**src/design/lcsfs_pkg.sv**
```systemverilog
// Package for the line comment strip field splitter.
// Holds shared constants, the controller state type and the command/status structs.
package lcsfs_pkg;

  localparam int BLOCK_COUNT_DEF = 16;
  localparam int LINE_CHARS_DEF  = 254;

  localparam logic [7:0] CH_LF    = 8'd10;
  localparam logic [7:0] CH_CR    = 8'd13;
  localparam logic [7:0] CH_SPACE = 8'd32;
  localparam logic [7:0] CH_TAB   = 8'd9;
  localparam logic [7:0] CH_SEMI  = 8'd59;

  localparam logic [1:0] MODE_MULTI  = 2'd0;
  localparam logic [1:0] MODE_FINAL  = 2'd1;
  localparam logic [1:0] MODE_SINGLE = 2'd2;

  localparam logic [2:0] REG_DELIM0  = 3'd0;
  localparam logic [2:0] REG_DELIM1  = 3'd1;
  localparam logic [2:0] REG_DELIM2  = 3'd2;
  localparam logic [2:0] REG_DELIM3  = 3'd3;
  localparam logic [2:0] REG_COMMENT = 3'd4;
  localparam logic [2:0] REG_FINAL   = 3'd5;
  localparam logic [2:0] REG_MODE    = 3'd6;

  typedef enum logic [2:0] {
    ST_IDLE,
    ST_CRD,
    ST_CCHK,
    ST_SRD,
    ST_SCHK,
    ST_TAIL
  } lcsfs_state_t;

  typedef struct packed {
    logic store;       // write the accepted byte into the line store
    logic line_end;    // latch the trimmed length, bump the line number
    logic rd;          // read the line store at the scan position
    logic pos_inc;     // advance the scan position
    logic cmt_cut;     // comment found: length becomes the scan position
    logic split_init;  // restart the scan for splitting
    logic emit_hit;    // emit a field that ends at a delimiter
    logic emit_tail;   // emit the field after the last delimiter
    logic emit_empty;  // emit the no-field result
  } lcsfs_cmd_t;

  typedef struct packed {
    logic line_done;   // accepted item ends the line
    logic cmt_end;     // comment scan reached the trimmed length
    logic cmt_match;   // byte read is the comment byte
    logic scan_end;    // split scan reached the length
    logic hit;         // byte read splits the line here
    logic out_busy;    // result register holds an item not taken
    logic tail_left;   // bytes remain after the last delimiter
    logic count_zero;  // no field emitted yet
  } lcsfs_stat_t;

endpackage

```
**src/design/line_comment_strip_field_splitter_top.sv**
```systemverilog
// Top level of the line comment strip field splitter.
// Depends on lcsfs_pkg, lcsfs_ctrl and lcsfs_dp.
//
// Usage: text bytes enter on the in_ channel one item at a time. Each byte is
// written into the line store. A line ends at a newline byte, at an item with
// in_close_line set (its byte is not stored), or when the store holds
// LINE_CHARS bytes. At line end the trailing CR, LF, space and tab bytes are
// already dropped from the length, and the line is scanned once for the comment
// byte and once more for delimiters, each byte read from the store in turn.
// Each field leaves on the out_ channel as one item; an empty line gives a
// single item with out_no_fields set.
// Throughput: one byte per cycle while a line loads. The item that ends a line
// starts a scan that holds in_stall high until it returns to idle, also while
// a stalled result holds it up: the single read port reads a byte and checks
// it the next cycle.
// A stalled result holds in the output register; the scan waits only when
// a further field is ready and the register is still full.
// Reset (rst_n low at a clock edge) clears the line number, fill count and
// configuration to defaults: comment byte ';', no delimiters, multi split.
// Configuration registers sit at byte addresses 8*i on the 64-bit port.
module line_comment_strip_field_splitter_top
  import lcsfs_pkg::*;
#(
  parameter int BLOCK_COUNT = BLOCK_COUNT_DEF,
  parameter int LINE_CHARS  = LINE_CHARS_DEF
) (
  input  logic        clk,
  input  logic        rst_n,
  input  logic        psel,
  input  logic        penable,
  input  logic        pwrite,
  input  logic [5:0]  paddr,
  input  logic [63:0] pwdata,
  output logic [63:0] prdata,
  output logic        pready,
  input  logic        in_valid,
  output logic        in_stall,
  input  logic [7:0]  in_data_byte,
  input  logic        in_close_line,
  output logic        out_valid,
  input  logic        out_stall,
  output logic [31:0] out_line_count,
  output logic [5:0]  out_field_index,
  output logic [7:0]  out_field_start,
  output logic [7:0]  out_field_length,
  output logic        out_no_fields,
  output logic        out_last_field
);

  lcsfs_cmd_t  cmd;
  lcsfs_stat_t stat;

  // The register port never waits.
  assign pready = 1'b1;

  lcsfs_ctrl u_ctrl (
    .clk      (clk),
    .rst_n    (rst_n),
    .in_valid (in_valid),
    .in_stall (in_stall),
    .stat     (stat),
    .cmd      (cmd)
  );

  lcsfs_dp #(
    .BLOCK_COUNT (BLOCK_COUNT),
    .LINE_CHARS  (LINE_CHARS)
  ) u_dp (
    .clk              (clk),
    .rst_n            (rst_n),
    .psel             (psel),
    .penable          (penable),
    .pwrite           (pwrite),
    .paddr            (paddr),
    .pwdata           (pwdata),
    .prdata           (prdata),
    .in_data_byte     (in_data_byte),
    .in_close_line    (in_close_line),
    .out_valid        (out_valid),
    .out_stall        (out_stall),
    .out_line_count   (out_line_count),
    .out_field_index  (out_field_index),
    .out_field_start  (out_field_start),
    .out_field_length (out_field_length),
    .out_no_fields    (out_no_fields),
    .out_last_field   (out_last_field),
    .cmd              (cmd),
    .stat             (stat)
  );

endmodule

```
**src/design/lcsfs_ram.sv**
```systemverilog
// Generic single-port-write, single-port-read RAM with registered read data.
// No dependencies.
module lcsfs_ram #(
  parameter int WIDTH = 8,
  parameter int DEPTH = 254
) (
  input  logic                     clk,
  input  logic                     we,
  input  logic [$clog2(DEPTH)-1:0] waddr,
  input  logic [WIDTH-1:0]         wdata,
  input  logic                     re,
  input  logic [$clog2(DEPTH)-1:0] raddr,
  output logic [WIDTH-1:0]         rdata
);

  logic [WIDTH-1:0] mem [DEPTH];

  always_ff @(posedge clk) begin
    if (we) begin
      mem[waddr] <= wdata;
    end
    if (re) begin
      rdata <= mem[raddr];
    end
  end

endmodule

```
**src/design/lcsfs_ctrl.sv**
```systemverilog
// Controller state machine: load, comment scan, split scan and tail emission.
// Depends on lcsfs_pkg.
module lcsfs_ctrl
  import lcsfs_pkg::*;
(
  input  logic        clk,
  input  logic        rst_n,
  input  logic        in_valid,
  output logic        in_stall,
  input  lcsfs_stat_t stat,
  output lcsfs_cmd_t  cmd
);

  lcsfs_state_t state_r, state_nxt;

  always_ff @(posedge clk) begin
    if (!rst_n) begin
      state_r <= ST_IDLE;
    end else begin
      state_r <= state_nxt;
    end
  end

  always_comb begin
    state_nxt = state_r;
    cmd       = '0;
    in_stall  = 1'b1;
    case (state_r)
      ST_IDLE: begin
        in_stall = 1'b0;
        if (in_valid) begin
          cmd.store = 1'b1;
          if (stat.line_done) begin
            cmd.line_end = 1'b1;
            state_nxt    = ST_CRD;
          end
        end
      end
      ST_CRD: begin
        if (stat.cmt_end) begin
          cmd.split_init = 1'b1;
          state_nxt      = ST_SRD;
        end else begin
          cmd.rd    = 1'b1;
          state_nxt = ST_CCHK;
        end
      end
      ST_CCHK: begin
        if (stat.cmt_match) begin
          cmd.cmt_cut    = 1'b1;
          cmd.split_init = 1'b1;
          state_nxt      = ST_SRD;
        end else begin
          cmd.pos_inc = 1'b1;
          state_nxt   = ST_CRD;
        end
      end
      ST_SRD: begin
        if (stat.scan_end) begin
          state_nxt = ST_TAIL;
        end else begin
          cmd.rd    = 1'b1;
          state_nxt = ST_SCHK;
        end
      end
      ST_SCHK: begin
        if (stat.hit) begin
          if (!stat.out_busy) begin
            cmd.emit_hit = 1'b1;
            cmd.pos_inc  = 1'b1;
            state_nxt    = ST_SRD;
          end
        end else begin
          cmd.pos_inc = 1'b1;
          state_nxt   = ST_SRD;
        end
      end
      ST_TAIL: begin
        if (stat.tail_left) begin
          if (!stat.out_busy) begin
            cmd.emit_tail = 1'b1;
            state_nxt     = ST_IDLE;
          end
        end else if (stat.count_zero) begin
          if (!stat.out_busy) begin
            cmd.emit_empty = 1'b1;
            state_nxt      = ST_IDLE;
          end
        end else begin
          state_nxt = ST_IDLE;
        end
      end
      default: state_nxt = ST_IDLE;
    endcase
  end

`ifndef SYNTHESIS
  a_emit_free: assert property (@(posedge clk) disable iff (!rst_n)
    (cmd.emit_hit || cmd.emit_tail || cmd.emit_empty) |-> !stat.out_busy)
    else $error("result emitted over an item not yet taken");
  a_one_emit: assert property (@(posedge clk) disable iff (!rst_n)
    $countones({cmd.emit_hit, cmd.emit_tail, cmd.emit_empty}) <= 1)
    else $error("two results emitted at once");
  a_idle_after_tail: assert property (@(posedge clk) disable iff (!rst_n)
    (cmd.emit_tail || cmd.emit_empty) |=> state_r == ST_IDLE)
    else $error("line end did not return to idle");
`endif

endmodule

```
**src/design/lcsfs_dp.sv**
```systemverilog
// Datapath: configuration registers, line store, scan counters and result register.
// Depends on lcsfs_pkg and lcsfs_ram.
module lcsfs_dp
  import lcsfs_pkg::*;
#(
  parameter int BLOCK_COUNT = BLOCK_COUNT_DEF,
  parameter int LINE_CHARS  = LINE_CHARS_DEF
) (
  input  logic        clk,
  input  logic        rst_n,
  input  logic        psel,
  input  logic        penable,
  input  logic        pwrite,
  input  logic [5:0]  paddr,
  input  logic [63:0] pwdata,
  output logic [63:0] prdata,
  input  logic [7:0]  in_data_byte,
  input  logic        in_close_line,
  output logic        out_valid,
  input  logic        out_stall,
  output logic [31:0] out_line_count,
  output logic [5:0]  out_field_index,
  output logic [7:0]  out_field_start,
  output logic [7:0]  out_field_length,
  output logic        out_no_fields,
  output logic        out_last_field,
  input  lcsfs_cmd_t  cmd,
  output lcsfs_stat_t stat
);

  localparam int AW = $clog2(LINE_CHARS);
  localparam int CW = $clog2(BLOCK_COUNT);

  logic [63:0] delim_r [4];
  logic [7:0]  comment_r, final_r;
  logic [1:0]  mode_r;

  logic [7:0]  fill_r, trim_r, len_r, pos_r, first_r;
  logic [CW-1:0] count_r;
  logic        stop_r;
  logic [31:0] line_r;
  logic [7:0]  rdata;
  logic [2:0]  reg_idx;
  logic        ws, is_delim, stopper;

  logic        ov_r;
  logic [31:0] o_line_r;
  logic [5:0]  o_idx_r;
  logic [7:0]  o_start_r, o_len_r;
  logic        o_none_r, o_last_r;

  assign reg_idx = paddr[5:3];

  always_ff @(posedge clk) begin
    if (!rst_n) begin
      delim_r[0] <= '0;
      delim_r[1] <= '0;
      delim_r[2] <= '0;
      delim_r[3] <= '0;
      comment_r  <= CH_SEMI;
      final_r    <= '0;
      mode_r     <= MODE_MULTI;
    end else if (psel && penable && pwrite) begin
      case (reg_idx)
        REG_DELIM0:  delim_r[0] <= pwdata;
        REG_DELIM1:  delim_r[1] <= pwdata;
        REG_DELIM2:  delim_r[2] <= pwdata;
        REG_DELIM3:  delim_r[3] <= pwdata;
        REG_COMMENT: comment_r  <= pwdata[7:0];
        REG_FINAL:   final_r    <= pwdata[7:0];
        REG_MODE:    mode_r     <= pwdata[1:0];
        default: ;
      endcase
    end
  end

  always_comb begin
    case (reg_idx)
      REG_DELIM0:  prdata = delim_r[0];
      REG_DELIM1:  prdata = delim_r[1];
      REG_DELIM2:  prdata = delim_r[2];
      REG_DELIM3:  prdata = delim_r[3];
      REG_COMMENT: prdata = {56'd0, comment_r};
      REG_FINAL:   prdata = {56'd0, final_r};
      REG_MODE:    prdata = {62'd0, mode_r};
      default:     prdata = '0;
    endcase
  end

  lcsfs_ram #(.WIDTH(8), .DEPTH(LINE_CHARS)) u_store (
    .clk   (clk),
    .we    (cmd.store && !in_close_line),
    .waddr (fill_r[AW-1:0]),
    .wdata (in_data_byte),
    .re    (cmd.rd),
    .raddr (pos_r[AW-1:0]),
    .rdata (rdata)
  );

  assign ws = (in_data_byte == CH_CR) || (in_data_byte == CH_LF) ||
              (in_data_byte == CH_SPACE) || (in_data_byte == CH_TAB);
  assign is_delim = delim_r[rdata[7:6]][rdata[5:0]];
  assign stopper  = (mode_r == MODE_SINGLE) || (mode_r == MODE_FINAL && rdata == final_r);

  assign stat.line_done  = in_close_line || in_data_byte == CH_LF ||
                           fill_r == 8'(LINE_CHARS - 1);
  assign stat.cmt_end    = pos_r >= len_r;
  assign stat.cmt_match  = comment_r != 8'd0 && rdata == comment_r;
  assign stat.scan_end   = pos_r >= len_r;
  assign stat.hit        = is_delim && !stop_r && count_r != CW'(BLOCK_COUNT - 1);
  assign stat.out_busy   = ov_r && out_stall;
  assign stat.tail_left  = first_r < len_r;
  assign stat.count_zero = count_r == '0;

  always_ff @(posedge clk) begin
    if (!rst_n) begin
      fill_r  <= '0;
      trim_r  <= '0;
      line_r  <= '0;
      len_r   <= '0;
      pos_r   <= '0;
      first_r <= '0;
      count_r <= '0;
      stop_r  <= 1'b0;
    end else begin
      if (cmd.store) begin
        if (cmd.line_end) begin
          fill_r  <= '0;
          trim_r  <= '0;
          line_r  <= line_r + 32'd1;
          len_r   <= (!in_close_line && !ws) ? fill_r + 8'd1 : trim_r;
          pos_r   <= '0;
        end else begin
          fill_r <= fill_r + 8'd1;
          if (!ws) begin
            trim_r <= fill_r + 8'd1;
          end
        end
      end
      if (cmd.cmt_cut) begin
        len_r <= pos_r;
      end
      if (cmd.split_init) begin
        pos_r   <= '0;
        first_r <= '0;
        count_r <= '0;
        stop_r  <= 1'b0;
      end else if (cmd.pos_inc) begin
        pos_r <= pos_r + 8'd1;
      end
      if (cmd.emit_hit) begin
        first_r <= pos_r + 8'd1;
        count_r <= count_r + CW'(1);
        if (stopper) begin
          stop_r <= 1'b1;
        end
      end
    end
  end

  always_ff @(posedge clk) begin
    if (!rst_n) begin
      ov_r <= 1'b0;
    end else if (cmd.emit_hit || cmd.emit_tail || cmd.emit_empty) begin
      ov_r <= 1'b1;
    end else if (!out_stall) begin
      ov_r <= 1'b0;
    end
  end

  always_ff @(posedge clk) begin
    if (cmd.emit_hit || cmd.emit_tail || cmd.emit_empty) begin
      o_line_r <= line_r;
      o_none_r <= cmd.emit_empty;
      if (cmd.emit_empty) begin
        o_idx_r   <= '0;
        o_start_r <= '0;
        o_len_r   <= '0;
        o_last_r  <= 1'b1;
      end else if (cmd.emit_hit) begin
        o_idx_r   <= 6'(count_r);
        o_start_r <= first_r;
        o_len_r   <= pos_r - first_r;
        o_last_r  <= (pos_r + 8'd1) == len_r;
      end else begin
        o_idx_r   <= 6'(count_r);
        o_start_r <= first_r;
        o_len_r   <= len_r - first_r;
        o_last_r  <= 1'b1;
      end
    end
  end

  assign out_valid        = ov_r;
  assign out_line_count   = o_line_r;
  assign out_field_index  = o_idx_r;
  assign out_field_start  = o_start_r;
  assign out_field_length = o_len_r;
  assign out_no_fields    = o_none_r;
  assign out_last_field   = o_last_r;

`ifndef SYNTHESIS
  a_none_last: assert property (@(posedge clk) disable iff (!rst_n)
    (ov_r && o_none_r) |-> o_last_r)
    else $error("no-field result not marked last");
  a_count_cap: assert property (@(posedge clk) disable iff (!rst_n)
    count_r <= CW'(BLOCK_COUNT - 1))
    else $error("field count past its limit");
  a_scan_bound: assert property (@(posedge clk) disable iff (!rst_n)
    cmd.emit_hit |-> (pos_r < len_r && first_r <= pos_r))
    else $error("delimiter field outside the line");
`endif

endmodule

```
**config.mk**
```make
export PLATFORM = sky130hd
export DESIGN_NAME = line_comment_strip_field_splitter_top
export DESIGN_NICKNAME = d
export VERILOG_FILES = /design/src/design/lcsfs_pkg.sv /design/src/design/line_comment_strip_field_splitter_top.sv /design/src/design/lcsfs_ram.sv /design/src/design/lcsfs_ctrl.sv /design/src/design/lcsfs_dp.sv
export SDC_FILE = /design/constraint.sdc
export NUM_CORES = 2
export LEC_CHECK = 0
export ABC_AREA = 1
export BUFFER_PORTS_ARGS = -buffer_cell sky130_fd_sc_hd__buf_2
export CELL_PAD_IN_SITES_DETAIL_PLACEMENT = 0
export CELL_PAD_IN_SITES_GLOBAL_PLACEMENT = 1
export CORE_UTILIZATION = 45
export DETAILED_ROUTE_END_ITERATION = 7
export PLACE_DENSITY_LB_ADDON = 0.2
export SLEW_MARGIN = 5
export SYNTH_ARGS = -nofsm -noshare
export SYNTH_HDL_FRONTEND = slang
export SYNTH_SLANG_ARGS = --single-unit
export TNS_END_PERCENT = 5
```
**constraint.sdc**
```tcl
create_clock -name clk -period 6.5 [get_ports clk]
set_clock_uncertainty 0.05 [all_clocks]
set_input_delay 0.975 -clock clk [delete_from_list [all_inputs] [get_ports clk]]
set_output_delay 0.975 -clock clk [all_outputs]
set_load 0.005 [all_outputs]
```
======== Word-level counts from Yosys, hierarchy flattened ========
Memories as Yosys holds them, arrays and structs flattened. A register that Yosys moved wholly into a read port is not among the register bits.
Cells that the tools add are included.
Widths: inputs -> output; s select.
storage, ports and cells
  RAM bits ................................ 2288
  memories ................................ 2
  bits in registers ....................... 155
  output and inout bits ................... 123
  logic and storage cells ................. 181
  bits of input ports ..................... 86
operators by class
  $add $sub $neg .......................... 6
  reduce and logical (&&, ||, !) cells .... 40
  magnitude comparators ................... 3
  bitwise operators ....................... 6
  mux-type cells .......................... 77
  eq/ne operators ......................... 27
memories
  memory            depth  width  read ports  clocked after memory_dff  write ports  RTL line         source
  u_dp.u_store.mem  254    8      1           1                         1            lcsfs_ram.sv:16  logic [WIDTH-1:0] mem [DEPTH];
  u_dp.delim_r      4      64     5           0                         4            lcsfs_dp.sv:34   logic [63:0] delim_r [4];
operator list
  operator               number
  $pmux 64 s7            1
  $mux 64                4
  $mux 8                 13
  $mux 1                 41
  $add 32x1->32 const B  1
  $eq 8x4->1 const B     3
  $eq 8x8->1             3
  $mux 3                 7
  $pmux 3 s6             1
  $add 8x1->8 const B    2
  $sub 8x8->8            2
  $eq 3x3->1 const B     5
  $reduce_and 2->1       7
  $eq 3x2->1 const B     4
  $mux 2                 5
  $reduce_bool 2->1      5
  $logic_and 1x1->1      9
  $eq 8x6->1 const B     1
  $eq 8x8->1 const B     1
  $ge 8x8->1             1
  $logic_or 1x1->1       8
  $lt 8x8->1             1
  $mux 4                 2
  $reduce_bool 8->1      1
  18 further kinds       31

======== Longest topological paths before layout ========
  depth in word-level cells ............... 10
  mapped depth ............................ 20

======== Modules after synthesis ========
From an unflattened synthesis, not the netlist that was laid out.
unflattened totals
  cells, all modules ...................... 9482
  area, all modules ....................... 104122.4 µm²
by module, submodules not included
  module                                 cells an instance  times used  area each (µm²)  seq. area each (µm²)
  lcsfs_ram                              6994               1           83406.2          61258.8
  lcsfs_dp                               2432               1           20392.1          11230.8
  lcsfs_ctrl                             54                 1           312.8            60.1
  line_comment_strip_field_splitter_top  2                  1           11.3             0.0

======== Least setup slack after synthesis ========
No wires, ideal clock.
  kind .................................... input -> register
  start point ............................. in paddr[4]
  end point ............................... mem u_dp.delim_r[0][0] (enable)
  data required time ...................... 5.875 ns
  stages on the path ...................... 4
  buffers on the path ..................... 1
  setup time .............................. 0.575 ns
  arrival ................................. 5.988 ns
  slack ................................... -0.112 ns
  path through ............................ nor2_1 nand2_1 clkbuf_1 o21ai_0
RTL lines
  element      RTL line                                     source
  from (decl)  line_comment_strip_field_splitter_top.sv:32  input logic [5:0] paddr,
  to (decl)    lcsfs_dp.sv:34

======== Worst setup path after layout ========
  start point ............................. reg u_dp.u_store.rdata[6] (read register of u_dp.u_store.mem)
  end point ............................... reg u_dp.o_line_r[22] (netlist: u_dp.out_line_count[22]) (enable)
on the way
  cells in the longest elaborated chain, start to end .. 9
ends and longest elaborated chain
  element                         RTL line          source
  from (decl)                     lcsfs_ram.sv:13   output logic [WIDTH-1:0] rdata
  $mem_v2 4x64                    -
  $bmux 1 s6                      lcsfs_dp.sv:102   assign is_delim = delim_r[rdata[7:6]][rdata[5:0]];
  $mux 1 (implied by the code)    lcsfs_dp.sv:102
  $logic_and 1x1->1 (2 in a row)  lcsfs_dp.sv:110   assign stat.hit = is_delim && !stop_r && count_r != CW'(BLOCK_COUNT - 1);
  $mux 1                          lcsfs_ctrl.sv:67  if (stat.hit) begin
  $mux 1                          lcsfs_ctrl.sv:28  case (state_r)
  $logic_or 1x1->1 (2 in a row)   lcsfs_dp.sv:172   if (cmd.emit_hit || cmd.emit_tail || cmd.emit_empty) begin
  to (signal assigned)            lcsfs_dp.sv:173   o_line_r <= line_r;
  to (decl)                       lcsfs_dp.sv:47    logic [31:0] o_line_r;
Every way passes these cells. The select of a mux whose other input is x is not followed.
A chain may end at the register's enable or synchronous reset.

==> flow_summary.toml <==
[power]
pwr-share-clk = 0.413
power_w = 0.0359
static-leakage-power_nw = 38.0
sw_power_w = 0.00881
combPwrFrac = 0.097
ir_worst_vdd_mv = 0.217
cellPowerDensity_mw_per_mm2 = 316
seqPwrFrac = 0.490
switching_share = 0.245
pint_w = 0.0271

[clock_network]
numCtsBuffers = 277
clock-root-buffer = "clkbuf_16"
hold_buffers = 0
clock_latency_ns = 0.94
h-tree-depth = 5
numClockSinks = 2449
post_cts_resize_count = 0
clkSlewWorstSetupHoldPaths_ns = 0.06
cts_setup_buffers = 0
tritoncts = "yes"
ctsLongestPathBuffers = 4

[drt]
drt-total-wl_mm = 303
drc = 0
initialDrtViolationCount = 7514
num_vias = 69800
final_antenna_net_count = 0
drt-pass1-iter-count = 6
detail_route.vias_per_cell = 5.89
drt-wirelength-per-cell_um = 25.6

[synth]
count_of_synthesis_stage_warnings_from_yosys = 0
ys_ff_latch = 2449
synth.largest_area_cell = "edfxtp_1"
syn_avg_cell_area_um2 = 11.7
synthesis.area_mm2 = 0.101
synth_common_cells = "2350 x edfxtp_1, 1827 x nor2_1, 1290 x o21ai_0"
synth_area_leaders = "edfxtp_1 70%, nor2_1 6.8%, o21ai_0 6.4%"
ys_async_sr_fraction = 0
synth.lib_cells_used.distinct = 50
ys_dominant_reg_cell = "edfxtp_1"
synthCells = 8673
synth_seq_area_share = 0.715
synth-edff-count = 2350
synth_largest_type_area_fraction = 0.696
post-synth-top-count-cell = "edfxtp_1"

[setup_path]
critPathRequiredTime_ns = 6.97
r2r-start = "u_dp.u_store.rdata[6]"
worst_ep_arrival_time_ns = 5.20
start_point_of_the_critical_path = "u_dp.u_store.rdata[6]"
critical_path_peak_fanout = 61
worstSetupPathType = "flip-flop to flip-flop"
endpoint_type_of_the_worst_setup_path = "flip-flop"
worstSetupStartpointType = "flip-flop"

[timing]
finalCriticalPeriod_ns = 4.73
slew_violations = 0
rsz0062_at_grt = "false"
timing.max_slew.rel_slack = 0.134
setup_total_negative_slack_ns = 0
timing.final.crit_share = 0.728
maxClockFrequency_mhz = 211
finalSetupViolations = 0
timing_hold_violations_final = 0
worst_slew_pin_slew_ns = 1.29

[die]
die_w_um = 477
fp.dieArea_mm2 = 0.227
fp.coreArea_mm2 = 0.223
effective_utilization_at_floorplan = 0.455
chipHeight_um = 477
io_pins = 209
rows = 173

[placement]
detailedPlacementHpwl_mm = 168
post_place_instance_area_mm2 = 0.105
buffer_ports.inserted = 202
finalWeightedCongestion = 0.829

[final_layout]
stdcell_area_mm2 = 0.114
layout.nets = 8801
layout-area-overhead-vs-synth_pct = 12.0
layout-drive-gt1-share = 0.0838

[run_status]
status = "finished clean"

[grt]
number_of_global_route_vias_before_repair = 66400
grt_start_max_net_pins = 176
overflow = 0
grt_pass1_wl_mm = 444
gr-usage-all-layers = 0.260
antenna_found_initial = 7

[hold_path]
timing.hold.worst.class = "primary input to flip-flop"
min_from = "pwdata[3]"

[run]
drv_cap = 0
==> worst paths after layout <==
path	to	slack, ns	depth (start not counted)
max	u_dp.out_line_count[22]	1.77	14
min	u_dp.comment_r[3]	0.26	3
max reg2reg	u_dp.out_line_count[22]	1.77	14
min reg2reg	u_dp.trim_r[5]	0.42	2
==> state kept, by name, indices dropped and copies added (netlist names), 3 cells and up <==
register and cells:
u_dp.u_store.mem 2032, u_dp.delim_r 256, u_dp.line_r 32, u_dp.out_line_count 32, u_dp.comment_r 8, u_dp.fill_r 8
u_dp.final_r 8, u_dp.first_r 8, u_dp.len_r 8, u_dp.out_field_length 8, u_dp.out_field_start 8, u_dp.pos_r 8
u_dp.trim_r 8, u_dp.u_store.rdata 8, u_dp.count_r 4, u_dp.out_field_index 4, u_ctrl.state_r 3
==> per-stage QoR <==
step           hold slack [ns]  instances   util  setup slack, ns
4_1_cts                  0.201      11800  0.509             1.75
6_report                 0.261      11800  0.509             1.77
3_3_place_gp             0.402      11400  0.471             1.70
2_1_floorplan            0.380       8674      -             1.62
5_1_grt                  0.247      11800  0.509             1.45
3_5_place_dp             0.408      11400  0.471             1.73
==> critical path: stages, from the launching register on <==
cell      delay (ns)
edfxtp_1        0.46
clkinv_2        0.68
buf_4           0.52
nand2_1         0.10
nand3_1         0.08
nand3_1         0.08
nand3_1         0.11
nand2_1         0.09
nand2_1         0.07
nand3_1         0.07
nand3_1         0.09
nand3_1         0.13
nand2_1         0.26
nand4_4         0.40
nand2_2         0.98
==> power by group through the flow <==
stage          registers, W  clock network, W  logic (W)
2_1_floorplan        0.0179                 0    0.00215
5_1_grt              0.0176            0.0156    0.00383
4_1_cts              0.0176            0.0150    0.00349
6_report             0.0176            0.0148    0.00350
3_5_place_dp         0.0179                 0    0.00348
3_3_place_gp         0.0179                 0    0.00342
==> cells in the final DEF, fill, tap and decap left out, types with 39 or more instances in the layout <==
| cell | synthesis | layout |
|---|---|---|
| o221ai_1 | 95 | 95 |
| nand3_1 | 328 | 324 |
| nand2_1 | 873 | 853 |
| buf_2 | 137 | 194 |
| a21oi_1 | 164 | 164 |
| o21ai_0 | 1290 | 1289 |
| o211ai_1 | 50 | 50 |
| buf_4 | 8 | 119 |
| clkinv_1 | 5 | 57 |
| nand4_1 | 61 | 61 |
| inv_1 | 205 | 201 |
| clkbuf_1 | 436 | 60 |
| edfxtp_1 | 2350 | 2350 |
| o22ai_1 | 491 | 491 |
| clkbuf_16 | 0 | 287 |
| nor2_1 | 1827 | 1826 |
| xor2_1 | 39 | 39 |
| dfxtp_1 | 99 | 93 |
==> cell type report <==
class                      count  area [µm²]
antenna                        4        10.0
clock buffer                 349        7430
clock inverter               113         975
fill                       19400      110000
inverter                     215         835
multi-input combinational   5397       25600
sequential                  2449       72600
tap                         2975        3720
timing repair buffer         342        2400
==> metal layers <==
layer | vias to the layer above | GRT usage | share of wire
met1 | 34900 | 0.369 | 0.43
met3 | 509 | 0.0494 | 0.083
met2 | 2915 | 0.405 | 0.46
met4 | 4 | 0.0834 | 0.029
met5 | - | 0 | 0.000076
li1 | 31500 | - | -
==> logic make-up after synthesis <==
kind of cell	Yosys count	synth area share
compound gates	2162	0.119
xor+xnor	51	0.00440
fa+ha+maj	33	0.00422
buf+inv	828	0.0335
flops	2449	0.715
other cells	2	0.0000740
simple gates	3148	0.123
Note: power is estimated with default switching activity, not from simulation.
